**config.mk**
```make
export PLATFORM = sky130hd
export DESIGN_NAME = mtbm_ram
export DESIGN_NICKNAME = d
export VERILOG_FILES = /design/src/hw/rtl/mtbm_ram.sv
export SDC_FILE = /design/constraint.sdc
export NUM_CORES = 1
export LEC_CHECK = 0
export ABC_AREA = 0
export BUFFER_PORTS_ARGS = -buffer_cell sky130_fd_sc_hd__clkbuf_2
export CAP_MARGIN = 20
export CORE_ASPECT_RATIO = 0.5
export CORE_UTILIZATION = 52
export CTS_CLUSTER_SIZE = 24
export DETAILED_ROUTE_END_ITERATION = 8
export MAX_ROUTING_LAYER = met4
export PLACE_DENSITY = 0.73
export SETUP_SLACK_MARGIN = 0.3
export SYNTH_ARGS = -nofsm -noshare
export SYNTH_HDL_FRONTEND = slang
export SYNTH_SLANG_ARGS = --single-unit
```
**constraint.sdc**
```tcl
create_clock -name clk -period 2.2 [get_ports clk]
set_clock_uncertainty 0.1 [all_clocks]
set_input_delay 0.22 -clock clk [delete_from_list [all_inputs] [get_ports clk]]
set_output_delay 0.22 -clock clk [all_outputs]
set_load 0.03 [all_outputs]
```
**src/hw/rtl/mtbm_ram.sv**
```systemverilog
`timescale 1ns / 1ps
// ----------------------------------------------------------------------------
// mtbm_ram
// Generic single-port RAM with registered read.
// ----------------------------------------------------------------------------
module mtbm_ram #(
    parameter int WIDTH = 16,
    parameter int DEPTH = 16
) (
    input  logic                     clk,
    input  logic                     we,
    input  logic [$clog2(DEPTH)-1:0] addr,
    input  logic [WIDTH-1:0]         wdata,
    output logic [WIDTH-1:0]         rdata
);
    logic [WIDTH-1:0] mem [DEPTH];

    always_ff @(posedge clk)
    begin
        if (we)
            mem[addr] <= wdata;
        rdata <= mem[addr];
    end
endmodule

```
# After elaboration in Yosys (flattened, before gate mapping)
# Memories as Yosys holds them, arrays and structs flattened. A register that Yosys moved wholly into a read port is not among the register bits.
# Cells that the tools add are included.
[totals] ff_bits=0 ram_bits=256 in_bits=22 out_inout_bits=16 elab_cells=3 memories=1
[mem_list] name="mem" words=16 word_bits=16 read_ports=1 rd_ports_with_merged_regs=1 write_ports=1 line="16" source="logic [WIDTH-1:0] mem [DEPTH];"
[classes] mux=2
[op_table] op="$mux 1" n=2

# Logic depth before layout (Yosys ltp)
# Gate-level depths: netlist of the first run.
[depth] word_depth=2 mapped_depth=5 depth_no_buf=3

# Worst setup path after synthesis of the first run
# No wires, ideal clock.
[synth_timing] path_kind="input -> register" startpoint="input addr[2]" endpoint="memory mem[0][0], enable pin" arrival_ps=1866 required_ps=1691 setup_slack_ps=-175 stages=2 n_path_buf=0 cell_sequence="or3b_2 > nor3_1"
[synth_lines] element="start, declared" line="12" source="input logic [$clog2(DEPTH)-1:0] addr,"
[synth_lines] element="end, declared" line="16"
# Straight into the memory's write port.

# Worst setup path after layout of the first run
[layout_timing] startpoint="register rdata[7], read port of mem" endpoint="output rdata[7]"
[layout_lines] element="start, declared" line="14" source="output logic [WIDTH-1:0] rdata"
# No word-level cell between the ends.

==> results.md, run 1 <==
Outcome:
- The run finished with clean final reports.

Critical path:
- The type of destination of the critical path is a primary output.
- The signal on the critical path passes through clkbuf_2.
- The endpoint of the most critical register-to-register path is rdata[1].
- The number of buffers and inverters on the critical path is 1.
- For this design, the slowest cell found on the critical path is sky130_fd_sc_hd__dfxtp_1.
- In this run the critical register-to-register path is launched from mem[1][1].
- The cell family contributing the most delay on the critical path is flip-flops.
- The largest incremental delay on the critical path is slightly below 0.4 ns.
- The depth of the critical timing path with buffers and inverters included is 1.
- The startpoint type of the worst setup path is a register.
- The worst reg2reg path depth is 3.
- At the worst endpoint, the required time is approximately 1.9 ns.
- In this run the worst path has a maximum fanout of 1.
- Data arrives at the worst endpoint at 1.11 ns.
- By startpoint and endpoint, the worst setup path is classified as register to primary output.
- In this run the register-to-register setup slack is 0.78 ns.

Synth:
- The synthesized netlist occupies a cell area of about 0.010 sq mm.
- Ranked by total cell area, the synthesized netlist is headed by sky130_fd_sc_hd__edfxtp_1 77%, sky130_fd_sc_hd__mux4_2 14%, sky130_fd_sc_hd__dfxtp_1 3.2%.
- The number of different library cells used by synthesis comes to 18.
- The cell count after synthesis is 434.
- The share of synthesized area in the top cell type comes to 0.7669.
- Yosys printed 0 warnings.
- The average footprint of a synthesized cell is 23.10 sq um.
- The net count after synthesis is around 460.
- The synthesized flop and latch total is around 270.
- Summed over all instances, the cell type with the most area after synthesis is sky130_fd_sc_hd__edfxtp_1.
- The sequential fraction of the synthesis area is 0.7989.

Floorplan:
- For this configuration, the core starts out at a cell density of 0.5373.
- The placeable core region is approximately 0.019 sq mm.
- The horizontal die dimension is just under 200 um.
- The number of primary I/O pins is 38.
- The area of the die is ~0.020 sq mm.
- The die height is approximately 100 um.
- The number of rows created at floorplan is 35.

Clock network:
- The CTS root buffer is sky130_fd_sc_hd__clkbuf_16.
- The TritonCTS clock tree is yes.
- Counting every sink on the clock net gives between 200 and 300.
- The post-cts sizing count is 0.
- The count of buffers added by post-CTS timing repair for setup is 0.
- The number of clock buffers inserted by TritonCTS is 23.
- The clock-pin slew reported for the worst setup and hold paths after clock tree synthesis is ~0.070 ns.
- The clock latency on the worst-skew pair is about 0.5 ns.
- Buffers inserted to repair hold after CTS numbered 0.
- The longest clock path from root to sink contains 3 buffers.
- CTS built an H-tree with a depth of 1.

Run:
- The max-capacitance violation count is 0.

STA:
- The worst max-slew margin expressed relative to the limit is 0.5129.
- Setup repair after global routing left no endpoint under its margin.
- The total count of hold-check failures in the final report is 0.
- The slew at the pin closest to its max-slew limit is 0.7292 ns.
- The post-route fraction of the period consumed by the critical path is 0.6479.
- The final number of setup-violating endpoints is 0.
- The timing-limited maximum frequency is between 700 and 800 MHz.
- The number of pins exceeding their max-slew limit in the final report is 0.
- For the finished layout, the period the worst path requires is ~1.4 ns.

GRT:
- Entering global routing, the biggest net connects 33 pins.
- The number of antenna violations at the first check in global routing is 0.
- The first-pass GRT wire length is ~29 mm.
- The via count of the first global-routing pass was 4556.
- The overall track demand over capacity in global routing is 0.2148.
- The total overflow left after global routing is 0.

Finish:
- The filler cells instantiated in the layout total 1279.
- The post-layout utilization of the core is 0.6233.
- The finished layout holds between 700 and 800 standard cells, fillers aside.
- The number of antenna repair diodes is 0.
- Relative to the synthesized area, the layout overhead comes to 16.00%.
- The total number of nets in the final design is 540.
- The layout cell share with drive strength beyond 1 is 0.3659.

Detailed routing:
- The final antenna-violating net count is 0.
- The routed wirelength normalized by instance count is 24.93 um.
- The detailed-route wire length is ~20 mm.
- The DRC violation total after the first TritonRoute iteration is ~450.
- The remaining routing DRC violations is 0.
- For this run, the detailed router's first-pass iteration total came to 4.
- The number of vias per cell after detailed routing is ~5.9.
- Detailed routing inserted a total of between 4000 and 5000 vias.

Power and ir drop:
- For this design the ratio of total power to cell area is 894.2 mW/mm^2.
- IR analysis of the VDD net gives a maximum drop of between 500 and 600 uV.
- The analysis attributes to cell leakage a power of approximately 0.0038 uW.

Placement:
- The congestion estimate from routability-driven global placement came to ~0.78.
- The number of placed instances, taps included, is 752.
- The HPWL reported at the end of detailed placement is roughly 12 mm.
- The number of port buffers is 37.

Min path:
- For hold timing, the worst endpoint is mem[1][15].
- The tightest min-delay check is of the primary input to register type.
- In this run the most critical hold path is launched from wdata[15].
- Along the worst hold path, the cell count comes to 1.
==> cell usage in the layout (no fill, tap or decap) <==
| cell type | netlist | routed |
|---|---|---|
| sky130_fd_sc_hd__edfxtp_1 | 256 | 256 |
| sky130_fd_sc_hd__mux4_2 | 62 | 62 |
| sky130_fd_sc_hd__buf_4 | 2 | 38 |
| sky130_fd_sc_hd__clkbuf_2 | 0 | 35 |
| sky130_fd_sc_hd__a22oi_1 | 32 | 32 |
| sky130_fd_sc_hd__clkbuf_16 | 0 | 23 |
| sky130_fd_sc_hd__nand2_1 | 17 | 17 |
| sky130_fd_sc_hd__dfxtp_1 | 16 | 16 |
| sky130_fd_sc_hd__nor2_2 | 0 | 12 |
| sky130_fd_sc_hd__buf_12 | 0 | 8 |
| sky130_fd_sc_hd__clkbuf_1 | 14 | 6 |
| sky130_fd_sc_hd__clkinv_2 | 0 | 5 |
| sky130_fd_sc_hd__nor3_2 | 0 | 3 |
| sky130_fd_sc_hd__clkbuf_8 | 0 | 3 |
| sky130_fd_sc_hd__nor2b_1 | 2 | 2 |
| sky130_fd_sc_hd__mux4_1 | 2 | 2 |
| sky130_fd_sc_hd__nand3b_1 | 2 | 2 |
| sky130_fd_sc_hd__nand2b_1 | 2 | 2 |
| sky130_fd_sc_hd__bufinv_16 | 0 | 2 |
| sky130_fd_sc_hd__and2_1 | 1 | 1 |
| sky130_fd_sc_hd__nor2_1 | 13 | 1 |
| sky130_fd_sc_hd__nand3_1 | 1 | 1 |
| sky130_fd_sc_hd__or3b_2 | 1 | 1 |
| sky130_fd_sc_hd__nor3_4 | 0 | 1 |
| sky130_fd_sc_hd__clkinvlp_4 | 0 | 1 |
| sky130_fd_sc_hd__buf_2 | 2 | 1 |
==> synthesized netlist by cell type, drive strengths merged <==
cell    instances
nor3            4
clkbuf         14
nand2b          2
nand2          17
edfxtp        256
nand3           1
and2            1
mux4           64
buf             9
or3b            1
a22oi          32
nor2           13
nand3b          2
nor2b           2
dfxtp          16
==> worst max-delay path by stage <==
stage	startpoint	end	slack, ns
after floorplan	addr[1]	mem[12][0]	-0.09
after global placement	addr[0]	rdata[10]	0.35
after detailed placement	addr[0]	rdata[8]	0.32
after CTS	rdata[7]	rdata[7]	0.74
after global routing	mem[1][1]	rdata[1]	0.71
final	rdata[7]	rdata[7]	0.77
==> sequential cells by signal, summed over array words and instances, names as in the netlist <==
name and count:
rdata 16, mem 256
==> cell type report <==
cell class	instances	area, sq um	area share
repair buffers	82	625.6	0.05380
well taps	259	324.1	0.02787
clock buffers	32	639.4	0.05499
flip-flops and latches	272	8008	0.6887
multi-input cells	139	1938	0.1667
clock inverters	8	92.59	0.007963
==> per-layer routing <==
layer  up-vias  track usage  part of all wire
met5         -            -                 0
met4         0      0.03697             0.013
met3        24      0.03898             0.072
met2       152       0.3131              0.46
met1      2473       0.3252              0.46
li1       1998            -                 -
==> kinds of logic after synthesis <==
kind of cell,count (synthesis),share of synthesized area
flops,272,0.7989
mux,64,0.1446
simple gates,43,0.01922
compound gates,32,0.02397
buf+inv,23,0.01336
==> where the power goes <==
part	internal, uW	switching (uW)	total (uW)	leakage (uW)
Combinational	235	358	593	0.00101
Sequential	5790	35.7	5820	0.00245
Clock	2260	1710	3980	0.000360
Total	8290	2110	10400	0.00382
==> metrics by stage <==
stage	total power, uW	hold WS (ns)	setup TNS [ns]	worst slack (ns)	area [sq um]
3_3_place_gp	6520	0.5140	0	0.3459	10900
2_1_floorplan	6291	0.2189	-4.109	-0.08560	10060
3_5_place_dp	6536	0.5396	0	0.3243	10900
4_1_cts	10460	0.01964	0	0.7426	11630
5_1_grt	10690	0.04225	0	0.7129	11630
6_report	10400	0.02864	0	0.7745	11630
Power figures use the tool's default switching activity.
==> run 2: changes to the inputs <==
- ABC_AREA: 0 -> 1
- PLACE_DENSITY: 0.73 -> 0.7
- clock period: 2.2 -> 1.4 ns (I/O delays scaled with it)
==> results.md, run 2 <==
Floorplan:
- The floorplan step defined a die boundary enclosing roughly 0.022 sq mm.
- The floorplan step set the die height to roughly 110 um.
- 38 I/O pins were placed.
- The placeable core region is around 0.021 sq mm.
- For this configuration, the core starts out at a cell density of 0.5365.
- The horizontal die dimension is around 210 um.
- The number of rows created at floorplan is 37.

Finish:
- The total number of nets in the final design is about 1200.
- The post-route non-filler standard cell count is around 1500.
- The number of antenna repair diodes is 0.
- The library cell used most frequently in the layout, excluding fill and tap cells, is sky130_fd_sc_hd__nand2_1.
- In the layout the commonest cells are 669 x sky130_fd_sc_hd__nand2_1, 256 x sky130_fd_sc_hd__edfxtp_1, 57 x sky130_fd_sc_hd__buf_4, 27 x sky130_fd_sc_hd__buf_12, 26 x sky130_fd_sc_hd__inv_1.
- The largest registers in the layout are mem x256, rdata x16.
- The post-layout utilization of the core is 0.6466.
- mem holds more flip-flops than any other register.
- The signed area change from the synthesized netlist to the final layout is 20.52%.
- In the final layout, the share of cells above drive strength 1 is 0.1855.
- The register with the most flip-flops in the layout has 256 of them.
- The number of filler instances in the final layout is approximately 1500.

Detailed routing:
- The routed layout has 7462 vias.
- After detailed routing, the average wire length per cell comes to 17.67 um.
- For this run, the detailed router's first-pass iteration total came to 6.
- For this block, the initial DRC count from the detailed router was between 700 and 800.
- The detailed-route wire length is around 26 mm.
- The final antenna-violating net count is 0.
- For this run, design rule violations remaining after detail routing come to 0.
- The number of vias per cell after detailed routing is about 5.1.

Min path:
- The classification of the worst-slack hold path is primary input to register.
- The cell depth of the worst min-delay path is 1.

Clock network:
- TritonCTS built the clock tree.
- The buffer levels on the longest clock path is 3.
- The cell sitting at the root of the clock tree is a sky130_fd_sc_hd__clkbuf_16.
- Buffers inserted during clock tree synthesis total 23.
- The clock latency on the worst-skew pair is 0.51 ns.
- The number of H-tree branching levels is 1.
- After clock tree synthesis, the clock-pin slew on the worst setup and hold paths is about 0.070 ns.
- The total number of clock tree sinks is approximately 270.

GRT:
- The met2 demand-to-capacity share in global routing is 0.3890.
- The via count of the first global-routing pass was about 7300.
- The met3 track demand over resource is 0.04619.
- In the global route stage, overall resource usage came out at 0.2502.
- In the global route stage, met1 resource usage came out at 0.3507.
- The number of antenna violations at the first check in global routing is 0.
- The remaining global-route overflow is 0.
- The first-pass GRT wire length is 40.02 mm.
- The pin count of the biggest net entering global routing is 32.
- The layer flagged by global routing as most heavily used is met2.

Placement:
- The number of placed instances, taps included, is ~1400.
- The number of port buffers is 37.
- The HPWL reported at the end of detailed placement is ~17 mm.
- The last weighted congestion value of the routability-driven placer is ~0.90.
- OpenSTA, run right after detailed placement, puts the worst setup slack at -0.1067 ns.

Critical path:
- In this run the number of cells on the critical path is 1.
- The required time of the critical path is approximately 1.2 ns.
- The worst reg2reg path depth is 8.
- The largest single stage delay on the critical path is roughly 0.36 ns.
- The critical setup path kind is register to primary output.
- The critical path goes through buf_8.
- For the worst setup path, the data arrival time is around 1 ns.
- STA classifies the critical path endpoint as a primary output.
- The kind of cell with the highest combined delay on the critical path is flip-flops.
- The number of buffers and inverters on the critical path is 1.
- STA classifies the critical path startpoint as a register.
- Along the worst path, the maximum fanout reaches 1.
- In this run the register-to-register setup slack is roughly 0.31 ns.
- Among all stages on the critical path, the largest delay is contributed by sky130_fd_sc_hd__dfxtp_2.

Synth:
- The most numerous cell in the Yosys netlist is sky130_fd_sc_hd__nand2_1.
- The number of enable-type register cells in the synthesized netlist is roughly 260.
- The cell count after synthesis is approximately 1100.
- The mapped netlist covers ~0.011 sq mm.
- After synthesis, the most frequently instantiated cells are 690 x sky130_fd_sc_hd__nand2_1, 256 x sky130_fd_sc_hd__edfxtp_1, 38 x sky130_fd_sc_hd__inv_1, 28 x sky130_fd_sc_hd__buf_2.
- The share of synthesized area in the top cell type comes to 0.6893.
- Of the synthesized area, sequential elements account for 0.7181.
- The synthesized flop and latch total is ~270.
- The number of nets in the synthesized netlist is about 1100.
- The average footprint of a synthesized cell is 10.42 sq um.
- Among all flip-flop cells after synthesis, the most frequent one is sky130_fd_sc_hd__edfxtp_1.
- After synthesis, the netlist uses 13 different library cells.
- After synthesis, the cell types taking the most area are sky130_fd_sc_hd__edfxtp_1 69%, sky130_fd_sc_hd__nand2_1 23%, sky130_fd_sc_hd__dfxtp_1 2.9%.
- The warning count from the yosys run is 0.
- After synthesis, the share of flip-flops with an asynchronous set or reset is 0.
- The most area-hungry cell type in the Yosys netlist is sky130_fd_sc_hd__edfxtp_1.

STA:
- The sum of negative setup slack is 0 ns.
- The total count of hold-check failures in the final report is 0.
- Setup repair after global routing could not meet its margin everywhere.
- The timing-limited maximum frequency is ~800 MHz.
- The worst path in the final design needs a cycle of 1.249 ns, including I/O delays and setup.
- After layout, the worst setup slack is 0.1509 ns.
- Headroom to the max-slew limit came out at 0.6756.
- For the pin with the worst max-slew slack, the measured transition is roughly 0.49 ns.
- The post-route fraction of the period consumed by the critical path is 0.8922.
- The final number of setup-violating endpoints is 0.
- The number of pins exceeding their max-slew limit in the final report is 0.

Run:
- The max-capacitance violation count is 0.

Power and ir drop:
- For this design the static power due to leakage is ~0.0057 uW.
- The design draws between 15000 and 20000 uW.
- The worst ir drop on vdd is ~670 uV.
- Dividing total power by cell area gives a power density of between 1000 and 1500 mW/mm^2.

Outcome:
- The run finished with clean final reports.
[run 2: cell count changes after synthesis, sizes merged, moves of 2 or more]
cell	change
nand3	+3
nor2b	-2
a22oi	-32
nand2b	-2
mux4	-64
nand3b	-2
inv	+39
nand2	+673
nor3	-4
clkbuf	-9
buf	+33
nor2	+5
[run 2: cell type report]
class | instances | area, sq um | share of cell area
Clock buffer | 31 | 605.6 | 0.04506
Tap cell | 273 | 341.6 | 0.02541
Multi-Input combinational cell | 712 | 2915 | 0.2169
Timing Repair Buffer | 123 | 1339 | 0.09961
Inverter | 39 | 165.2 | 0.01229
Sequential cell | 272 | 8028 | 0.5973
Clock inverter | 9 | 46.29 | 0.003444
[run 2: report_power, final]
part	internal, uW	switching (uW)	leakage, uW
clock	3040	2700	0.000316
sequential	9110	78.4	0.00245
combinational	556	980	0.00292
[run 2: metrics by stage]
stage	area (sq um)	hold WS (ns)
2_1_floorplan	11400	0.1389
3_3_place_gp	12530	0.4829
3_5_place_dp	12530	0.4825
4_1_cts	13380	0.01326
5_1_grt	13440	0.02328
6_report	13440	0.02368
[run 2: final timing paths]
path,start,to
hold / removal,wdata[8],mem[15][8]
setup reg to reg,mem[10][7],rdata[7]
setup / recovery,rdata[13],rdata[13]
hold reg to reg,mem[6][6],rdata[6]
[run 2: cells by family (layout without fill, tap and decap cells)]
family,Yosys count,in the layout,synth area share
simple gates,712,712,0.2405
buf+inv,86,202,0.04140
flops,272,272,0.7181
[run 2: repair_timing]
action / in CTS / in global routing
pin swaps: 0 / 53
gates resized for setup: 49 / 43
cloned: 0 / 0
setup endpoints to repair: 18 / 32
hold endpoints to repair: 41 / 0
setup buffers: 0 / 0
hold buffers: 3 / 0
[run 2: routing by layer]
| metal | routed length (um) | vias to the layer above |
|---|---|---|
| met1 | 11580 | 3568 |
| li1 | - | 3622 |
| met2 | 11780 | 242 |
| met3 | 2041 | 30 |
| met5 | 0 | - |
| met4 | 382 | 0 |
